--- src/rtl/kmp_pkg.sv ---
// Shared types and constants for the streaming substring search block.
package kmp_pkg;

	// Depth of the queue between the front end and the back end.
	localparam int QUEUE_DEPTH = 2;
	localparam int QUEUE_PTR_W = (QUEUE_DEPTH > 1) ? $clog2(QUEUE_DEPTH) : 1;
	localparam int QUEUE_CNT_W = $clog2(QUEUE_DEPTH + 1);

	// Codes of the action field.
	localparam logic ACT_PATTERN = 1'b0;
	localparam logic ACT_TEXT    = 1'b1;

	// Codes of the status field.
	localparam logic STATUS_OK       = 1'b0;
	localparam logic STATUS_OVERFLOW = 1'b1;

	// One classified item as it travels from the front end to the back end.
	typedef struct packed {
		logic       is_text;
		logic       start;
		logic       last;
		logic [7:0] symbol;
	} item_t;

	// Back end sequencer states.
	typedef enum logic {
		ST_IDLE,
		ST_CMP
	} state_t;

endpackage

--- src/rtl/kmp_front.sv ---
// Front end: accepts input transactions and marks the first byte of each pattern.
module kmp_front (
	input  logic            clk,
	input  logic            arst_n,
	input  logic            in_valid,
	output logic            in_stall,
	input  logic            action,
	input  logic [7:0]      symbol,
	input  logic            last,
	input  logic            q_full,
	output logic            push,
	output kmp_pkg::item_t  push_item
);

	logic new_pattern_q;

	// Accept whenever the queue has room.
	assign in_stall = q_full;
	assign push     = in_valid && !q_full;

	// Classify the item: a pattern byte seen after a text byte or a final
	// pattern byte opens a new pattern.
	always_comb begin
		push_item.is_text = (action == kmp_pkg::ACT_TEXT);
		push_item.start   = (action == kmp_pkg::ACT_PATTERN) && new_pattern_q;
		push_item.last    = last;
		push_item.symbol  = symbol;
	end

	// Track whether the next pattern byte starts a fresh pattern.
	always_ff @(posedge clk or negedge arst_n) begin
		if (!arst_n) begin
			new_pattern_q <= 1'b1;
		end else if (push) begin
			if (action == kmp_pkg::ACT_TEXT) begin
				new_pattern_q <= 1'b1;
			end else begin
				new_pattern_q <= last;
			end
		end
	end

endmodule

--- src/rtl/kmp_queue.sv ---
// Short first-in first-out queue of classified items between front and back ends.
module kmp_queue (
	input  logic            clk,
	input  logic            arst_n,
	input  logic            push,
	input  kmp_pkg::item_t  push_item,
	output logic            full,
	input  logic            pop,
	output logic            pop_valid,
	output kmp_pkg::item_t  pop_item
);

	localparam int PW = kmp_pkg::QUEUE_PTR_W;
	localparam int CW = kmp_pkg::QUEUE_CNT_W;

	kmp_pkg::item_t         entry_q [kmp_pkg::QUEUE_DEPTH];
	logic [PW-1:0]          wr_ptr_q;
	logic [PW-1:0]          rd_ptr_q;
	logic [CW-1:0]          count_q;
	logic                   do_push;
	logic                   do_pop;

	assign full      = (count_q == CW'(kmp_pkg::QUEUE_DEPTH));
	assign pop_valid = (count_q != '0);
	assign pop_item  = entry_q[rd_ptr_q];
	assign do_push   = push && !full;
	assign do_pop    = pop && pop_valid;

	// Entry storage, written at the write pointer.
	always_ff @(posedge clk) begin
		if (do_push) begin
			entry_q[wr_ptr_q] <= push_item;
		end
	end

	// Pointers and fill count.
	always_ff @(posedge clk or negedge arst_n) begin
		if (!arst_n) begin
			wr_ptr_q <= '0;
			rd_ptr_q <= '0;
			count_q  <= '0;
		end else begin
			if (do_push) begin
				wr_ptr_q <= (wr_ptr_q == PW'(kmp_pkg::QUEUE_DEPTH - 1)) ? '0 : wr_ptr_q + 1'b1;
			end
			if (do_pop) begin
				rd_ptr_q <= (rd_ptr_q == PW'(kmp_pkg::QUEUE_DEPTH - 1)) ? '0 : rd_ptr_q + 1'b1;
			end
			if (do_push && !do_pop) begin
				count_q <= count_q + 1'b1;
			end else if (do_pop && !do_push) begin
				count_q <= count_q - 1'b1;
			end
		end
	end

endmodule

--- src/rtl/kmp_back.sv ---
// Back end: pattern and failure table memories, match sequencer and result register.
module kmp_back #(
	parameter int MAX_PATTERN = 32
) (
	input  logic            clk,
	input  logic            arst_n,
	input  logic            q_valid,
	input  kmp_pkg::item_t  q_item,
	output logic            q_pop,
	output logic            busy,
	output logic            out_valid,
	input  logic            out_stall,
	output logic            found,
	output logic            text_done,
	output logic            status
);

	localparam int LW = $clog2(MAX_PATTERN + 1);
	localparam int AW = (MAX_PATTERN > 1) ? $clog2(MAX_PATTERN) : 1;

	// Memories.
	logic [7:0]     store_mem [MAX_PATTERN];
	logic [AW-1:0]  prefix_mem [MAX_PATTERN];
	logic [7:0]     store_rd;
	logic [AW-1:0]  prefix_rd;
	logic           store_we;
	logic [AW-1:0]  store_wa;
	logic           prefix_we;
	logic [AW-1:0]  prefix_wa;
	logic [AW-1:0]  prefix_wd;
	logic [AW-1:0]  raddr;

	// Sequencer and match state.
	kmp_pkg::state_t state_q, state_d;
	kmp_pkg::item_t  item_q, item_d;
	logic [AW-1:0]   k_q, k_d;
	logic [AW-1:0]   pos_q, pos_d;
	logic [LW-1:0]   plen_q, plen_d;
	logic [AW-1:0]   build_q, build_d;
	logic [AW-1:0]   match_q, match_d;
	logic            found_q, found_d;
	logic            ovf_q, ovf_d;

	// Result register.
	logic            out_valid_q;
	logic            out_found_q;
	logic            out_done_q;
	logic            out_status_q;
	logic            emit;
	logic            emit_found;
	logic            emit_done;
	logic            out_free;

	// Working values of the current step.
	logic            start;
	logic [LW-1:0]   plen_eff;
	logic [AW-1:0]   build_eff;
	logic            hit;
	logic [LW-1:0]   k_next;

	assign out_free  = !out_valid_q || !out_stall;
	assign out_valid = out_valid_q;
	assign found     = out_found_q;
	assign text_done = out_done_q;
	assign status    = out_status_q;
	assign busy      = (state_q == kmp_pkg::ST_CMP);
	assign start     = q_item.start && !q_item.is_text;
	assign plen_eff  = start ? '0 : plen_q;
	assign build_eff = start ? '0 : build_q;
	assign hit       = (store_rd == item_q.symbol);
	assign k_next    = LW'(k_q) + LW'(hit);

	// Pattern store: one write port, one registered read port.
	always_ff @(posedge clk) begin
		if (store_we) begin
			store_mem[store_wa] <= q_item.symbol;
		end
		store_rd <= store_mem[raddr];
	end

	// Failure table: read one entry below the store address.
	always_ff @(posedge clk) begin
		if (prefix_we) begin
			prefix_mem[prefix_wa] <= prefix_wd;
		end
		prefix_rd <= prefix_mem[raddr - 1'b1];
	end

	// Next state, memory control and result selection.
	always_comb begin
		state_d    = state_q;
		item_d     = item_q;
		k_d        = k_q;
		pos_d      = pos_q;
		plen_d     = plen_q;
		build_d    = build_q;
		match_d    = match_q;
		found_d    = found_q;
		ovf_d      = ovf_q;
		q_pop      = 1'b0;
		emit       = 1'b0;
		emit_found = 1'b0;
		emit_done  = 1'b0;
		store_we   = 1'b0;
		store_wa   = plen_eff[AW-1:0];
		prefix_we  = 1'b0;
		prefix_wa  = pos_q;
		prefix_wd  = k_next[AW-1:0];
		raddr      = k_q;

		case (state_q)
			kmp_pkg::ST_IDLE: begin
				raddr = q_item.is_text ? match_q : build_eff;
				if (q_valid && out_free) begin
					q_pop  = 1'b1;
					item_d = q_item;
					if (!q_item.is_text) begin
						// Pattern byte; a new pattern drops the old match state.
						if (start) begin
							build_d = '0;
							ovf_d   = 1'b0;
							match_d = '0;
							found_d = 1'b0;
							plen_d  = '0;
						end
						if (plen_eff >= LW'(MAX_PATTERN)) begin
							ovf_d = 1'b1;
							emit  = 1'b1;
						end else if (plen_eff == '0) begin
							store_we  = 1'b1;
							prefix_we = 1'b1;
							prefix_wa = '0;
							prefix_wd = '0;
							build_d   = '0;
							plen_d    = LW'(1);
							emit      = 1'b1;
						end else begin
							store_we = 1'b1;
							k_d      = build_eff;
							pos_d    = plen_eff[AW-1:0];
							state_d  = kmp_pkg::ST_CMP;
						end
					end else if (plen_q == '0 || found_q) begin
						// Empty pattern, or a match already seen in this text.
						emit       = 1'b1;
						emit_found = 1'b1;
						emit_done  = q_item.last;
						found_d    = !q_item.last;
						if (q_item.last) begin
							match_d = '0;
						end
					end else begin
						k_d     = match_q;
						state_d = kmp_pkg::ST_CMP;
					end
				end
			end

			kmp_pkg::ST_CMP: begin
				if (k_q != '0 && !hit) begin
					// Mismatch: fall back through the failure table.
					k_d   = prefix_rd;
					raddr = prefix_rd;
				end else if (!item_q.is_text) begin
					// Close the failure table entry for the new pattern byte.
					prefix_we = 1'b1;
					build_d   = k_next[AW-1:0];
					plen_d    = LW'(pos_q) + LW'(1);
					emit      = 1'b1;
					state_d   = kmp_pkg::ST_IDLE;
				end else begin
					// Advance the text match; a full length is a find.
					emit      = 1'b1;
					emit_done = item_q.last;
					state_d   = kmp_pkg::ST_IDLE;
					if (k_next >= plen_q) begin
						emit_found = 1'b1;
						match_d    = '0;
					end else begin
						match_d = k_next[AW-1:0];
					end
					found_d = emit_found;
					if (item_q.last) begin
						match_d = '0;
						found_d = 1'b0;
					end
				end
			end

			default: begin
				state_d = kmp_pkg::ST_IDLE;
			end
		endcase
	end

	// Control state.
	always_ff @(posedge clk or negedge arst_n) begin
		if (!arst_n) begin
			state_q <= kmp_pkg::ST_IDLE;
			plen_q  <= '0;
			build_q <= '0;
			match_q <= '0;
			found_q <= 1'b0;
			ovf_q   <= 1'b0;
		end else begin
			state_q <= state_d;
			plen_q  <= plen_d;
			build_q <= build_d;
			match_q <= match_d;
			found_q <= found_d;
			ovf_q   <= ovf_d;
		end
	end

	// Working item and walk registers.
	always_ff @(posedge clk) begin
		item_q <= item_d;
		k_q    <= k_d;
		pos_q  <= pos_d;
	end

	// Result register: loads a result, empties when the transaction is taken.
	always_ff @(posedge clk or negedge arst_n) begin
		if (!arst_n) begin
			out_valid_q <= 1'b0;
		end else if (emit) begin
			out_valid_q <= 1'b1;
		end else if (!out_stall) begin
			out_valid_q <= 1'b0;
		end
	end

	always_ff @(posedge clk) begin
		if (emit) begin
			out_found_q  <= emit_found;
			out_done_q   <= emit_done;
			out_status_q <= ovf_d ? kmp_pkg::STATUS_OVERFLOW : kmp_pkg::STATUS_OK;
		end
	end

endmodule

--- src/rtl/kmp_substring_search.sv ---
// Path from input to result: the queue entry, then the result register for stored, overflowed or settled
// bytes; a compared byte also passes the compare state, once more per failure-table fallback step.
// The back end sequencer settles a byte that needs no compare from the idle state, and a compared byte
// in the compare state; each fallback is one registered table read. No new byte is taken during a walk.
// Reset (arst_n low) clears control state and the queue; the pattern store and the
// failure table hold whatever they held and are only read where written, so no clearing pass.
module kmp_substring_search #(
	parameter int MAX_PATTERN = 32
) (
	input  logic       clk,
	input  logic       arst_n,
	input  logic       in_valid,
	output logic       in_stall,
	input  logic       action,
	input  logic [7:0] symbol,
	input  logic       last,
	output logic       out_valid,
	input  logic       out_stall,
	output logic       found,
	output logic       text_done,
	output logic       status
);

	logic           push;
	logic           q_full;
	logic           q_valid;
	logic           q_pop;
	logic           busy;
	kmp_pkg::item_t push_item;
	kmp_pkg::item_t q_item;

	// Front end: acceptance and classification.
	kmp_front u_front (
		.clk       (clk),
		.arst_n    (arst_n),
		.in_valid  (in_valid),
		.in_stall  (in_stall),
		.action    (action),
		.symbol    (symbol),
		.last      (last),
		.q_full    (q_full),
		.push      (push),
		.push_item (push_item)
	);

	// Queue decoupling the two ends.
	kmp_queue u_queue (
		.clk       (clk),
		.arst_n    (arst_n),
		.push      (push),
		.push_item (push_item),
		.full      (q_full),
		.pop       (q_pop),
		.pop_valid (q_valid),
		.pop_item  (q_item)
	);

	// Back end: matching and results.
	kmp_back #(
		.MAX_PATTERN (MAX_PATTERN)
	) u_back (
		.clk       (clk),
		.arst_n    (arst_n),
		.q_valid   (q_valid),
		.q_item    (q_item),
		.q_pop     (q_pop),
		.busy      (busy),
		.out_valid (out_valid),
		.out_stall (out_stall),
		.found     (found),
		.text_done (text_done),
		.status    (status)
	);

	// The result register is empty while a compare walk is in progress.
	a_walk_no_result: assert property (@(posedge clk) disable iff (!arst_n)
		busy |-> !out_valid)
		else $error("result pending during a compare walk");

	// An item leaves the queue only when its result has somewhere to go.
	a_pop_room: assert property (@(posedge clk) disable iff (!arst_n)
		q_pop |-> (q_valid && (!out_valid || !out_stall)))
		else $error("item taken from queue without room for its result");

	// A new result appears only after a pop or a finished walk.
	a_result_source: assert property (@(posedge clk) disable iff (!arst_n)
		$rose(out_valid) |-> ($past(q_pop) || $past(busy)))
		else $error("result appeared with no item behind it");

endmodule
--- config.mk ---
export PLATFORM = sky130hd
export DESIGN_NAME = kmp_substring_search
export DESIGN_NICKNAME = d
export VERILOG_FILES = /design/src/rtl/kmp_pkg.sv /design/src/rtl/kmp_front.sv /design/src/rtl/kmp_queue.sv /design/src/rtl/kmp_back.sv /design/src/rtl/kmp_substring_search.sv
export SDC_FILE = /design/constraint.sdc
export NUM_CORES = 1
export LEC_CHECK = 0
export ABC_AREA = 1
export BUFFER_PORTS_ARGS = -buffer_cell sky130_fd_sc_hd__buf_2
export CAP_MARGIN = 5
export CELL_PAD_IN_SITES_DETAIL_PLACEMENT = 1
export CELL_PAD_IN_SITES_GLOBAL_PLACEMENT = 1
export CORE_MARGIN = 4
export CORE_UTILIZATION = 51
export DETAILED_ROUTE_END_ITERATION = 10
export GPL_ROUTABILITY_DRIVEN = 0
export HOLD_SLACK_MARGIN = 0.06
export PLACE_DENSITY_LB_ADDON = 0.12
export SLEW_MARGIN = 15
export SYNTH_ARGS = -nofsm -noshare
export SYNTH_HDL_FRONTEND = slang
export SYNTH_SLANG_ARGS = --single-unit
--- constraint.sdc ---
create_clock -name clk -period 3.05 [get_ports clk]
set_input_delay 0.305 -clock clk [delete_from_list [all_inputs] [get_ports clk]]
set_output_delay 0.305 -clock clk [all_outputs]
set_load 0.02 [all_outputs]
==> results_dict.tcl <==
set metrics [dict create \
    status "complete, no violations" \
    setup_viol 0 \
    ys_seq_area_share_pct 64.08 \
    multi_input_area_sq_um 6117 \
    hold_depth 4 \
    cp_slowest_cell "edfxtp_1" \
    r2r_start "u_back.item_q[6]$_DFFE_PP_" \
    insertion_delay_ps 600 \
    hold_path_class "in2reg" \
    rsz0062_at_grt "true" \
    worstHoldEndpoint "u_front.new_pattern_q$_DFFE_PN1P_" \
    synth_nets 2313 \
    initial_core_util_pct 51.75 \
    antenna_left 0 \
    r2r_end "u_back.match_q[4]$_DFFE_PN0P_" \
    clockBufferDepth 3 \
    crit_fanout 5 \
    worstSetupStartpointType "flop" \
    critPathTopFamily "simple AND/OR/NAND/NOR gates" \
    fin_crit_sh_pct 97.33 \
    syn-cell-area_sq_um 22990 \
    detailed_place_hpwl_mm 42.46 \
    vias 17420 \
    die_area_sq_um 48530 \
    wl_per_cell_microns 22.99 \
    area_growth_syn_to_layout_pct 15.31 \
    cts_buffers 53 \
    ys_top_cells_by_area "edfxtp_1, nand3_1, inv_1" \
    die_y_microns 220.3 \
    die_w_microns 220.3 \
    regArea_sq_um 14730 \
    crit_arrival_ps 3470 \
    routed_wl_mm 69.00 \
    avgViaCountPerCell 5.804 \
    globalRouteOverflowTotal 0 \
    grt_max_degree 133 \
    synthFlopType "edfxtp_1" \
    p_clk_share_pct 19.5 \
    dr.pass1.iters 6 \
    clkSinkCount 499 \
    hold_violations 0 \
    min_period_ps 2969 \
    maxCapViolCount 0 \
    synth_area_per_cell_sq_um 10.05 \
    p_leak_nw 11.33 \
    r2r_slack_ps 80 \
    worst_slew_pin_slew_ps 1071 \
    synth_top_area_cell "edfxtp_1" \
    io_buffers 18 \
    swShare_pct 45.01 \
    r2r_cells 17 \
    p_per_area_nw_per_um2 1221 \
    slowest_delay_ps 420 \
    power_mw 32.35 \
    cts_tree "done" \
    coreArea_sq_um 44410 \
    grt_pass1_vias 18360 \
    critical_path_class "reg2reg" \
    skew_ps 17.92 \
    clkTransAtPathRegs_ps 60 \
    grt.total_usage_pct 28.42 \
    end_kind "flop" \
    yosysUniqueCellTypes 43 \
    clockRootBuffer "clkbuf_16" \
    crit_path_start "u_back.item_q[6]$_DFFE_PP_" \
    grt_pass1_wl_mm 105.9 \
    critical_path_required_ps 3550 \
    final_core_util_pct 59.68 \
    syn_inst 2288 \
    synth.top_cell.area_share_pct 60.23 \
    maxSlewHeadroom_pct 28.20 \
    synth-edff-count 461 \
    antenna_found_initial 2 \
    hp-start "in_valid" \
    final_nets 2388 \
    drive_gt1_share_pct 12.09 \
    p_int_mw 17.79 \
    fillCellCount 4764 \
    ys_warn_count 0 \
    path_buf_inv 3 \
    std_cell_rows 77 \
    final_cell_mix "inv_1, edfxtp_1, nand2_1" \
    async_flop_share_pct 5.010 \
    htree_levels 2 \
    pwr-share-comb_pct 51.0 \
    report.final.slew_viol_count 0 \
    drc_errors 0 \
    drt_iter0_drc 1758 \
    crit_chain "xnor2_2 > nand2_1 > nor2_1 > nand2_2 > inv_2 > ha_4 > ha_4 > buf_4 > nand3_1 > xor2_1 > inv_1 > ha_1 > o21ai_2 > nand2_1 > a21oi_2 > nand2_2 > o31ai_2" \
    fmax_mhz 336.9 \
    ys_seq_elements 499 \
    switchingPower_mw 14.56 \
    seqPwrFrac_pct 29.5 \
    ir_worst_vdd_mv 1.152 \
    design.portCount 19 \
]
[layout make-up]
cell class	count	area share, %
repair buffers	154	5.415
clock inverters	17	0.4390
multi-input cells	1182	23.08
clock buffers	82	5.958
inverters	473	6.713
flip-flops and latches	499	55.58
well taps	592	2.795
diodes	2	0.01888
[flip-flops by register name (all words and copies together), names as in the netlist, 5 cells and up]
signal             cells
u_back.store_mem     256
u_back.prefix_mem    160
u_queue.entry_q       22
u_back.item_q         10
u_back.store_rd        8
u_back.plen_q          6
u_back.build_q         5
u_back.k_q             5
u_back.match_q         5
u_back.pos_q           5
u_back.prefix_rd       5
[per-layer routing]
layer / vias to the layer above / wire length [microns] / track usage [%]
met5: - / 0 / 0
met4: 0 / 2171 / 9.315
met3: 151 / 4187 / 3.804
met2: 605 / 34070 / 48.02
met1: 8814 / 28570 / 38.36
li1: 7847 / - / -
[worst min-delay path, delay by kind of cell]
family | cells | cell delay, ps
buf+inv | 2 | 240
compound gates | 2 | 220
[per-stage QoR]
| step | hold slack [ps] | setup slack [ps] | setup TNS (ps) | std cells | area, sq um |
|---|---|---|---|---|---|
| 6_report | 170.8 | 81.36 | 0 | 3001 | 26500 |
| 5_1_grt | 219.7 | -126.8 | -1732 | 3001 | 26500 |
| 4_1_cts | 150.3 | 2.135 | 0 | 2997 | 26240 |
| 3_5_place_dp | 335.4 | -79.16 | -290.7 | 2886 | 24410 |
| 3_3_place_gp | 342.3 | 84.87 | 0 | 2886 | 24410 |
| 2_1_floorplan | 9.409 | 297.7 | 0 | 2288 | 22990 |
[logic make-up (layout without fill, tap and decap cells)]
group / after synthesis / count (layout) / synth area share (%)
AND/OR/NAND/NOR: 1106 / 1106 / 22.85
adder cells (fa/ha/maj): 11 / 11 / 0.5988
buffers and inverters: 607 / 726 / 10.40
flip-flops: 499 / 499 / 64.08
other: 0 / 2 / 0
AO/OA/AOI/OAI: 51 / 51 / 1.502
XOR/XNOR: 14 / 14 / 0.5661
[power by group through the flow]
stage	registers (mW)	clock network (mW)	logic (mW)
floorplan	9.52	0	9.79
global placement	9.61	0	15.3
detailed placement	9.63	0	15.9
CTS	9.50	6.39	16.1
global route	9.57	6.71	18.0
finish	9.53	6.31	16.5
[cell usage after synthesis, types with 2 or more instances]
cell / number
nand3_1: 379
nand2_1: 399
buf_2: 59
edfxtp_1: 461
buf_1: 8
clkbuf_1: 58
a22oi_1: 3
nor2_8: 2
inv_2: 8
nor3_1: 7
nor2_1: 99
a21oi_1: 3
buf_4: 8
o211ai_1: 3
dfrtp_1: 24
o31ai_1: 5
dfxtp_1: 13
o221ai_1: 2
ha_1: 11
o21a_1: 2
xnor2_1: 7
inv_1: 464
xor2_1: 6
a22oi_4: 2
nand3_2: 2
nand4_1: 206
o22ai_1: 2
nand2_2: 5
o21ai_0: 25
nor2_4: 2
[worst max-delay path by stage]
stage                               endpoint  depth (start not counted)  slack [ps]
2_1_floorplan    u_back.prefix_rd[0]$_DFF_P_                         21         300
4_1_cts        u_back.match_q[2]$_DFFE_PN0P_                         17           2
3_5_place_dp   u_back.match_q[2]$_DFFE_PN0P_                         17         -80
6_report       u_back.match_q[4]$_DFFE_PN0P_                         17          80
5_1_grt        u_back.match_q[4]$_DFFE_PN0P_                         17        -130
3_3_place_gp   u_back.match_q[1]$_DFFE_PN0P_                         17          80
[timing repair]
action / CTS / global route
gates resized for setup: 3 / 63
buffers inserted: 0 / 2
hold endpoints to repair: 49 / 0
hold buffers: 12 / 0
setup endpoints to repair: 7 / 179
pin swaps: 0 / 13
No activity file was read; power rests on OpenSTA's default activity.
